==> src/zone_owner_recency_stack_macros.svh <==
// Assertion macros for the zone owner recency stack.
// Included by the top level; no other dependencies.
`ifndef ZONE_OWNER_RECENCY_STACK_MACROS_SVH
`define ZONE_OWNER_RECENCY_STACK_MACROS_SVH

// Same-cycle implication, disabled while reset is asserted.
`define ZORS_ASSERT_NOW(label, clk, rst_n, ante, cons) \
    label: assert property (@(posedge clk) disable iff (!rst_n) (ante) |-> (cons)) \
        else $error("zone owner recency stack: check failed");

// Next-cycle implication, disabled while reset is asserted.
`define ZORS_ASSERT_NEXT(label, clk, rst_n, ante, cons) \
    label: assert property (@(posedge clk) disable iff (!rst_n) (ante) |=> (cons)) \
        else $error("zone owner recency stack: check failed");

`endif

==> src/zors_pkg.sv <==
// Shared types and constants for the zone owner recency stack.
// Used by zors_ctrl, zors_dp and zone_owner_recency_stack.
`timescale 1ns / 1ps

package zors_pkg;

    localparam int ZONES_DEF = 8;
    localparam int ZONE_W    = 4;
    localparam int OP_W      = 2;
    localparam int EV_W      = 2;

    localparam logic [OP_W-1:0] OP_START = 2'd0;
    localparam logic [OP_W-1:0] OP_END   = 2'd1;
    localparam logic [OP_W-1:0] OP_JOIN  = 2'd2;

    localparam logic [EV_W-1:0] EV_NONE   = 2'd0;
    localparam logic [EV_W-1:0] EV_CHANGE = 2'd1;
    localparam logic [EV_W-1:0] EV_CLEAR  = 2'd2;

    typedef struct packed {
        logic [OP_W-1:0]   operation;
        logic [ZONE_W-1:0] zone_id;
    } t_in_item;

    typedef struct packed {
        logic              accepted;
        logic [ZONE_W-1:0] owner;
        logic [ZONE_W-1:0] previous_owner;
        logic [EV_W-1:0]   owner_event;
        logic              cleared;
        logic              named_active;
        logic [ZONE_W-1:0] stack_depth;
    } t_out_item;

    typedef enum logic [1:0] {
        ST_IDLE,
        ST_SEARCH,
        ST_MODIFY,
        ST_FINISH
    } t_state;

    typedef struct packed {
        logic load_in;
        logic search;
        logic modify;
        logic load_out;
    } t_dp_cmd;

    typedef struct packed {
        logic out_blocked;
    } t_dp_status;

endpackage

==> src/zors_ctrl.sv <==
// Controller state machine for the zone owner recency stack.
// Depends on zors_pkg; drives commands into zors_dp.
`timescale 1ns / 1ps

module zors_ctrl (
    input  logic                i_clk,
    input  logic                i_rst_n,
    input  logic                i_in_valid,
    output logic                o_in_stall,
    input  zors_pkg::t_dp_status i_status,
    output zors_pkg::t_dp_cmd   o_cmd
);
    import zors_pkg::*;

    t_state r_state;
    t_state n_state;

    always_ff @(posedge i_clk) begin
        if (!i_rst_n) begin
            r_state <= ST_IDLE;
        end else begin
            r_state <= n_state;
        end
    end

    always_comb begin
        n_state = r_state;
        unique case (r_state)
            ST_IDLE: begin
                if (i_in_valid) n_state = ST_SEARCH;
            end
            ST_SEARCH: n_state = ST_MODIFY;
            ST_MODIFY: n_state = ST_FINISH;
            ST_FINISH: begin
                if (!i_status.out_blocked) n_state = ST_IDLE;
            end
            default: n_state = ST_IDLE;
        endcase
    end

    always_comb begin
        o_cmd      = '0;
        o_in_stall = 1'b1;
        unique case (r_state)
            ST_IDLE: begin
                o_in_stall    = 1'b0;
                o_cmd.load_in = i_in_valid;
            end
            ST_SEARCH: o_cmd.search = 1'b1;
            ST_MODIFY: o_cmd.modify = 1'b1;
            ST_FINISH: o_cmd.load_out = !i_status.out_blocked;
            default: o_in_stall = 1'b1;
        endcase
    end

endmodule

==> src/zors_dp.sv <==
// Datapath for the zone owner recency stack: stack, owner, flags, result register.
// Depends on zors_pkg; commanded by zors_ctrl.
`timescale 1ns / 1ps

module zors_dp #(
    parameter int ZONES = zors_pkg::ZONES_DEF
) (
    input  logic                  i_clk,
    input  logic                  i_rst_n,
    input  zors_pkg::t_dp_cmd     i_cmd,
    output zors_pkg::t_dp_status  o_status,
    input  zors_pkg::t_in_item    i_in,
    output logic                  o_out_valid,
    input  logic                  i_out_stall,
    output zors_pkg::t_out_item   o_out
);
    import zors_pkg::*;

    localparam int CW = $clog2(ZONES + 1);

    logic [OP_W-1:0]   r_op;
    logic [ZONE_W-1:0] r_zone;
    logic              r_acc;
    logic [ZONE_W-1:0] r_prev;
    logic [ZONE_W-1:0] r_owner;
    logic [ZONE_W-1:0] n_owner;
    logic [ZONE_W-1:0] r_stack [ZONES];
    logic [ZONE_W-1:0] n_stack [ZONES];
    logic [CW-1:0]     r_count;
    logic [CW-1:0]     n_count;
    logic [ZONES-1:0]  r_flags;
    logic [ZONES-1:0]  n_flags;
    logic [ZONES-1:0]  w_hit;
    logic [ZONES-1:0]  w_pre;
    logic [ZONES-1:0]  r_pre;
    logic              r_found;
    logic [ZONES-1:0]  w_zsel;
    logic              w_full;
    logic              w_in_ok;
    logic [EV_W-1:0]   w_event;
    t_out_item         r_out;
    logic              r_out_valid;

    assign w_in_ok = (i_in.zone_id != '0) && (i_in.zone_id <= ZONE_W'(ZONES))
                     && (i_in.operation <= OP_JOIN);
    assign w_full  = (r_count == CW'(ZONES));

    always_comb begin
        for (int i = 0; i < ZONES; i++) begin
            w_hit[i]  = (r_stack[i] == r_zone) && (CW'(i) < r_count);
            w_zsel[i] = (r_zone == ZONE_W'(i + 1));
        end
        w_pre[0] = w_hit[0];
        for (int i = 1; i < ZONES; i++) begin
            w_pre[i] = w_pre[i-1] | w_hit[i];
        end
    end

    always_comb begin
        n_stack = r_stack;
        n_count = r_count;
        n_flags = r_flags;
        if (i_cmd.modify && r_acc) begin
            case (r_op)
                OP_START: begin
                    if (r_found || !w_full) begin
                        n_stack[0] = r_zone;
                        for (int i = 1; i < ZONES; i++) begin
                            n_stack[i] = r_pre[i-1] ? r_stack[i] : r_stack[i-1];
                        end
                        if (!r_found) n_count = r_count + 1'b1;
                    end
                    n_flags = r_flags | w_zsel;
                end
                OP_END: begin
                    if (r_found) begin
                        for (int i = 0; i < ZONES - 1; i++) begin
                            n_stack[i] = r_pre[i] ? r_stack[i+1] : r_stack[i];
                        end
                        n_stack[ZONES-1] = '0;
                        n_count = r_count - 1'b1;
                        n_flags = r_flags & ~w_zsel;
                    end
                end
                OP_JOIN: begin
                    if (!r_found && !w_full) begin
                        for (int i = 0; i < ZONES; i++) begin
                            if (r_count == CW'(i)) n_stack[i] = r_zone;
                        end
                        n_count = r_count + 1'b1;
                    end
                    n_flags = r_flags | w_zsel;
                end
                default: n_count = r_count;
            endcase
        end
    end

    always_comb begin
        n_owner = r_owner;
        w_event = EV_NONE;
        if (r_acc) begin
            case (r_op)
                OP_START: begin
                    n_owner = r_stack[0];
                    w_event = EV_CHANGE;
                end
                OP_END: begin
                    if (r_found) begin
                        n_owner = r_stack[0];
                        w_event = (r_stack[0] == '0) ? EV_CLEAR : EV_CHANGE;
                    end
                end
                OP_JOIN: begin
                    if (r_owner == '0) n_owner = r_stack[0];
                    if ((n_owner != r_prev) && (n_owner != '0)) w_event = EV_CHANGE;
                end
                default: w_event = EV_NONE;
            endcase
        end
    end

    always_ff @(posedge i_clk) begin
        if (!i_rst_n) begin
            for (int i = 0; i < ZONES; i++) begin
                r_stack[i] <= '0;
            end
            r_count     <= '0;
            r_owner     <= '0;
            r_flags     <= '0;
            r_out_valid <= 1'b0;
        end else begin
            r_stack <= n_stack;
            r_count <= n_count;
            r_flags <= n_flags;
            if (i_cmd.load_out) begin
                r_owner     <= n_owner;
                r_out_valid <= 1'b1;
            end else if (!i_out_stall) begin
                r_out_valid <= 1'b0;
            end
        end
    end

    always_ff @(posedge i_clk) begin
        if (i_cmd.load_in) begin
            r_op   <= i_in.operation;
            r_zone <= i_in.zone_id;
            r_acc  <= w_in_ok;
            r_prev <= r_owner;
        end
        if (i_cmd.search) begin
            r_pre   <= w_pre;
            r_found <= |w_hit;
        end
        if (i_cmd.load_out) begin
            r_out.accepted       <= r_acc;
            r_out.owner          <= n_owner;
            r_out.previous_owner <= r_prev;
            r_out.owner_event    <= w_event;
            r_out.cleared        <= (n_owner == '0);
            r_out.named_active   <= r_acc & (|(r_flags & w_zsel));
            r_out.stack_depth    <= ZONE_W'(r_count);
        end
    end

    assign o_status.out_blocked = r_out_valid && i_out_stall;
    assign o_out_valid          = r_out_valid;
    assign o_out                = r_out;

endmodule

==> src/zone_owner_recency_stack.sv <==
// Zone owner recency stack: decides which zone owns a shared output.
// Input channel: valid/stall, one event (operation, zone id) per transaction.
// Output channel: valid/stall, one result per event, held in an output register.
// An event goes through accept, search of the stack, stack update, and the
// result load, and the next event is taken only after its result is loaded.
// The steps are set by the controller's walk through search, update and finish
// for each event.
// Start moves the zone to the top unless the stack is full without it, and makes
// the top owner; end removes it and promotes the new top; join appends it at the
// bottom and takes ownership only when there is none. Zone ids outside 1..ZONES
// and operation 3 are ignored. Synchronous active-low reset empties the stack,
// clears the owner and all active flags, and drops any pending result.
// While the receiver stalls, the result holds; the next event may still be
// processed, and it waits in its final step until the output register frees.
// Depends on zors_pkg, zors_ctrl, zors_dp and the assertion macro header.
`timescale 1ns / 1ps
`include "zone_owner_recency_stack_macros.svh"

module zone_owner_recency_stack #(
    parameter int ZONES = zors_pkg::ZONES_DEF
) (
    input  logic                i_clk,
    input  logic                i_rst_n,
    input  logic                i_in_valid,
    output logic                o_in_stall,
    input  zors_pkg::t_in_item  i_in,
    output logic                o_out_valid,
    input  logic                i_out_stall,
    output zors_pkg::t_out_item o_out
);
    import zors_pkg::*;

    t_dp_cmd    w_cmd;
    t_dp_status w_status;

    zors_ctrl u_ctrl (
        .i_clk      (i_clk),
        .i_rst_n    (i_rst_n),
        .i_in_valid (i_in_valid),
        .o_in_stall (o_in_stall),
        .i_status   (w_status),
        .o_cmd      (w_cmd)
    );

    zors_dp #(
        .ZONES (ZONES)
    ) u_dp (
        .i_clk       (i_clk),
        .i_rst_n     (i_rst_n),
        .i_cmd       (w_cmd),
        .o_status    (w_status),
        .i_in        (i_in),
        .o_out_valid (o_out_valid),
        .i_out_stall (i_out_stall),
        .o_out       (o_out)
    );

    `ZORS_ASSERT_NEXT(a_busy_after_accept, i_clk, i_rst_n,
        i_in_valid && !o_in_stall, o_in_stall)
    `ZORS_ASSERT_NEXT(a_result_after_load, i_clk, i_rst_n,
        w_cmd.load_out, o_out_valid && (o_out.stack_depth <= ZONES))
    `ZORS_ASSERT_NOW(a_clear_notice, i_clk, i_rst_n,
        o_out_valid && (o_out.owner_event == EV_CLEAR), o_out.cleared && (o_out.owner == '0))

endmodule

==> config.mk <==
export PLATFORM = sky130hd
export DESIGN_NAME = zone_owner_recency_stack
export DESIGN_NICKNAME = d
export VERILOG_FILES = /design/src/zors_pkg.sv /design/src/zors_ctrl.sv /design/src/zors_dp.sv /design/src/zone_owner_recency_stack.sv
export VERILOG_INCLUDE_DIRS = /design/src /design/src/src
export SDC_FILE = /design/constraint.sdc
export NUM_CORES = 1
export LEC_CHECK = 0
export BUFFER_PORTS_ARGS = -buffer_cell sky130_fd_sc_hd__buf_2
export CORE_MARGIN = 2
export CORE_UTILIZATION = 45
export DETAILED_ROUTE_END_ITERATION = 8
export SLEW_MARGIN = 20
export SYNTH_ARGS = -nofsm -noshare
export SYNTH_HDL_FRONTEND = slang
export SYNTH_SLANG_ARGS = --single-unit
==> constraint.sdc <==
create_clock -name i_clk -period 4.38 [get_ports i_clk]
set_input_delay 0.876 -clock i_clk [delete_from_list [all_inputs] [get_ports i_clk]]
set_output_delay 0.876 -clock i_clk [all_outputs]
set_load 0.05 [all_outputs]
==> metrics.csv <==
metric;value;unit
Die Y;108;µm
placed cell area;5050;µm²
DR vias;3842;
Mapped Area;4830;µm²
Least-Margin Pin Slew;1.01;ns
Synth Instances;498;
pre-CTS setup slack;1.41;ns
critical path arrival;3.30;ns
Setup Viol. Count Final;0;
Port-buffer cells;28;
combinational share of power;30.6;%
Clk pwr share;23.2;%
Peak VDD IR;0.434;mV
placed insts;636;
site row count;37;
design area;5240;µm²
Psw;964;µW
EDFF count, synth;36;
final hold vios;0;
cell mode on critical path;a21oi_1;
Cell Int Power;1.52;mW
CTS tree;built;
Clock transition at path regs;0.09;ns
first-pass GRT wire length;19400;µm
Critical Path Max Stage Delay;0.80;ns
fin crit share;69.3;%
setup tns final;0;ns
htree depth;3;
Post-synth ARST share;0;%
Mean Syn Cell Area;9.70;µm²
layout cell share with drive strength beyond 1;13.0;%
Synth Flop Type;dfxtp_1;
Vias/cell;5.89;
Crit path max-delay family;compound AO/OA/AOI/OAI gates;
RSZ-0062 raised after global routing;false;
Net Sw Frac;38.9;%
vias in the first global route;3659;
top cell type's share of synthesized area;22.4;%
Die Span X;108;µm
critical path buffer and inverter count;2;
status;complete, no violations;
Relative slew margins;32.6;%
clk root buf;clkbuf_8;
HPWL after DPL;8230;µm
Post CTS Setup Buffer Count;0;
pin count of the biggest net entering global routing;34;
Post-Syn Nets;521;
Initial Utilization;46.6;%
1st-iter DRT viols;320;
Synth Warn #;0;
critical path required time;4.64;ns
fillers;958;
Nets;534;
WL final;12100;µm
Initial DRT Pass Iterations;4;
Max Cap Viol;0;
CTS buffer count;9;
clock buffer depth;2;
Startpoint Class;flip-flop;
Syn-to-layout area delta;8.52;%
Num Clock Sinks;87;
Final Util;50.6;%
CP max stage cell;ha_1;
Crit. End Element;flip-flop;
post-CTS resize count;0;
synth top area cells;edfxtp_1 (22%), dfxtp_1 (21%), mux2i_1 (10%);
Core Footprint;10400;µm²
Finished Layout Cells;652;
Seq/Total Area, Yosys;43.5;%
Synth area leader;edfxtp_1;
top cells by count, synth;nor2_1 (55), dfxtp_1 (51), mux2i_1 (50), edfxtp_1 (36), a21oi_1 (34);
achievable clock frequency;329;MHz
global route overflow;0;
wire per inst;18.5;µm
Yosys cell types;56;
Final Max Tran Viols;0;
count leader, synth;nor2_1;
CP max FO;23;
GP Congestion;0.821;
initial antenna violation count;0;
Yosys reg bits;87;
post-cts hold buffer count;0;
Ports;29;
kind of critical path;reg2reg;
Hold WC Path Type;reg2reg;
Die ar.;11600;µm²
pwr dens;473;nW/µm²
clock latency on the worst-skew pair;0.37;ns
P_leak;2.12;nW
fin crit period;3.04;ns
CP Cell Sequence;inv_1, ha_1, clkinv_1, a21oi_1, a21oi_1, o311a_1;
Reg power frac;46.2;%
Routed Antenna Nets;0;
# diodes;0;
Total Routing Usage GR;21.8;%
final setup margin;1.34;ns
# DRC;0;
final clock skew;0.00609;ns
## logic make-up after synthesis
| kind of cell | synth area share [%] |
|---|---|
| simple gates | 15.5 |
| flops | 43.5 |
| fa+ha+maj | 3.37 |
| xor+xnor | 7.25 |
| buf+inv | 3.52 |
| mux | 11.8 |
| compound gates | 15.1 |
## cell type report
cell class                      instances  area [µm²]  area share (%)
Tap cell                              136         170            3.25
Timing Repair Buffer                   29         148            2.82
Sequential cell                        87        2100            40.1
Clock inverter                          6        68.8            1.31
Inverter                               17        63.8            1.22
Multi-Input combinational cell        367        2560            48.9
Clock buffer                           10         128            2.43
## power groups by stage
stage | clock [mW] | combinational (mW) | sequential (mW)
floorplan | 0 | 0.587 | 1.12
global placement | 0 | 0.736 | 1.16
detailed placement | 0 | 0.751 | 1.16
CTS | 0.591 | 0.752 | 1.14
global route | 0.623 | 0.827 | 1.16
finish | 0.576 | 0.759 | 1.15
## through the flow
step	total power, mW	hold WS [ns]
2_1_floorplan	1.71	0.406
3_3_place_gp	1.89	0.458
3_5_place_dp	1.91	0.463
4_1_cts	2.49	0.481
5_1_grt	2.61	0.497
6_report	2.48	0.483
## worst register-to-register path: cells and delay by family (launching register included)
kind | cells | cell delay (ns)
AO/OA/AOI/OAI | 3 | 1.02
flip-flops | 1 | 0.39
buffers and inverters | 2 | 0.71
adder cells (fa/ha/maj) | 1 | 0.80
## path summary, 6_finish.rpt
kind / cells after the start / startpoint / to / slack (ns)
max: 6 / u_dp.r_op[0]$_DFFE_PP_ / u_dp.r_stack[18]$_SDFFE_PN0P_ / 1.34
min: 0 / u_dp.r_prev[1]$_DFFE_PP_ / u_dp.o_out[9]$_DFFE_PP_ / 0.48
max reg2reg: 6 / u_dp.r_op[0]$_DFFE_PP_ / u_dp.r_stack[18]$_SDFFE_PN0P_ / 1.34
min reg2reg: 0 / u_dp.r_prev[1]$_DFFE_PP_ / u_dp.o_out[9]$_DFFE_PP_ / 0.48
## flip-flops by register name (all words and copies together), names as in the netlist, named ones only
register	flops
u_dp.r_stack	32
u_ctrl.r_state	2
u_dp.r_count	4
u_dp.r_acc	1
u_dp.o_out_valid	1
u_dp.r_pre	7
u_dp.r_prev	4
u_dp.r_zone	4
u_dp.o_out	17
u_dp.r_found	1
u_dp.r_owner	4
u_dp.r_op	2
## layer usage
metal	vias to the layer above	global-route usage (%)	wire length [µm]
li1	1842	-	-
met3	22	4.12	682
met5	-	0	0
met1	1856	32.0	5890
met2	122	31.4	5240
met4	0	8.61	234
## placed cells by master (no fill, tap or decap), drive strengths merged, types with 5 or more instances in the layout
cell type	synthesis	final
edfxtp	36	36
xnor2	24	24
a31oi	6	6
dfxtp	51	51
nand3	15	15
mux2i	50	50
o221ai	11	11
o221a	5	5
nand2b	14	14
nor3	11	11
o311a	8	8
a21oi	34	34
nand2	27	27
mux2	6	6
o21ai	21	21
buf	10	29
nor4b	6	6
nor2	55	55
clkbuf	17	10
ha	13	13
xor2	16	16
inv	16	18
No activity file was read; power rests on OpenSTA's default activity.
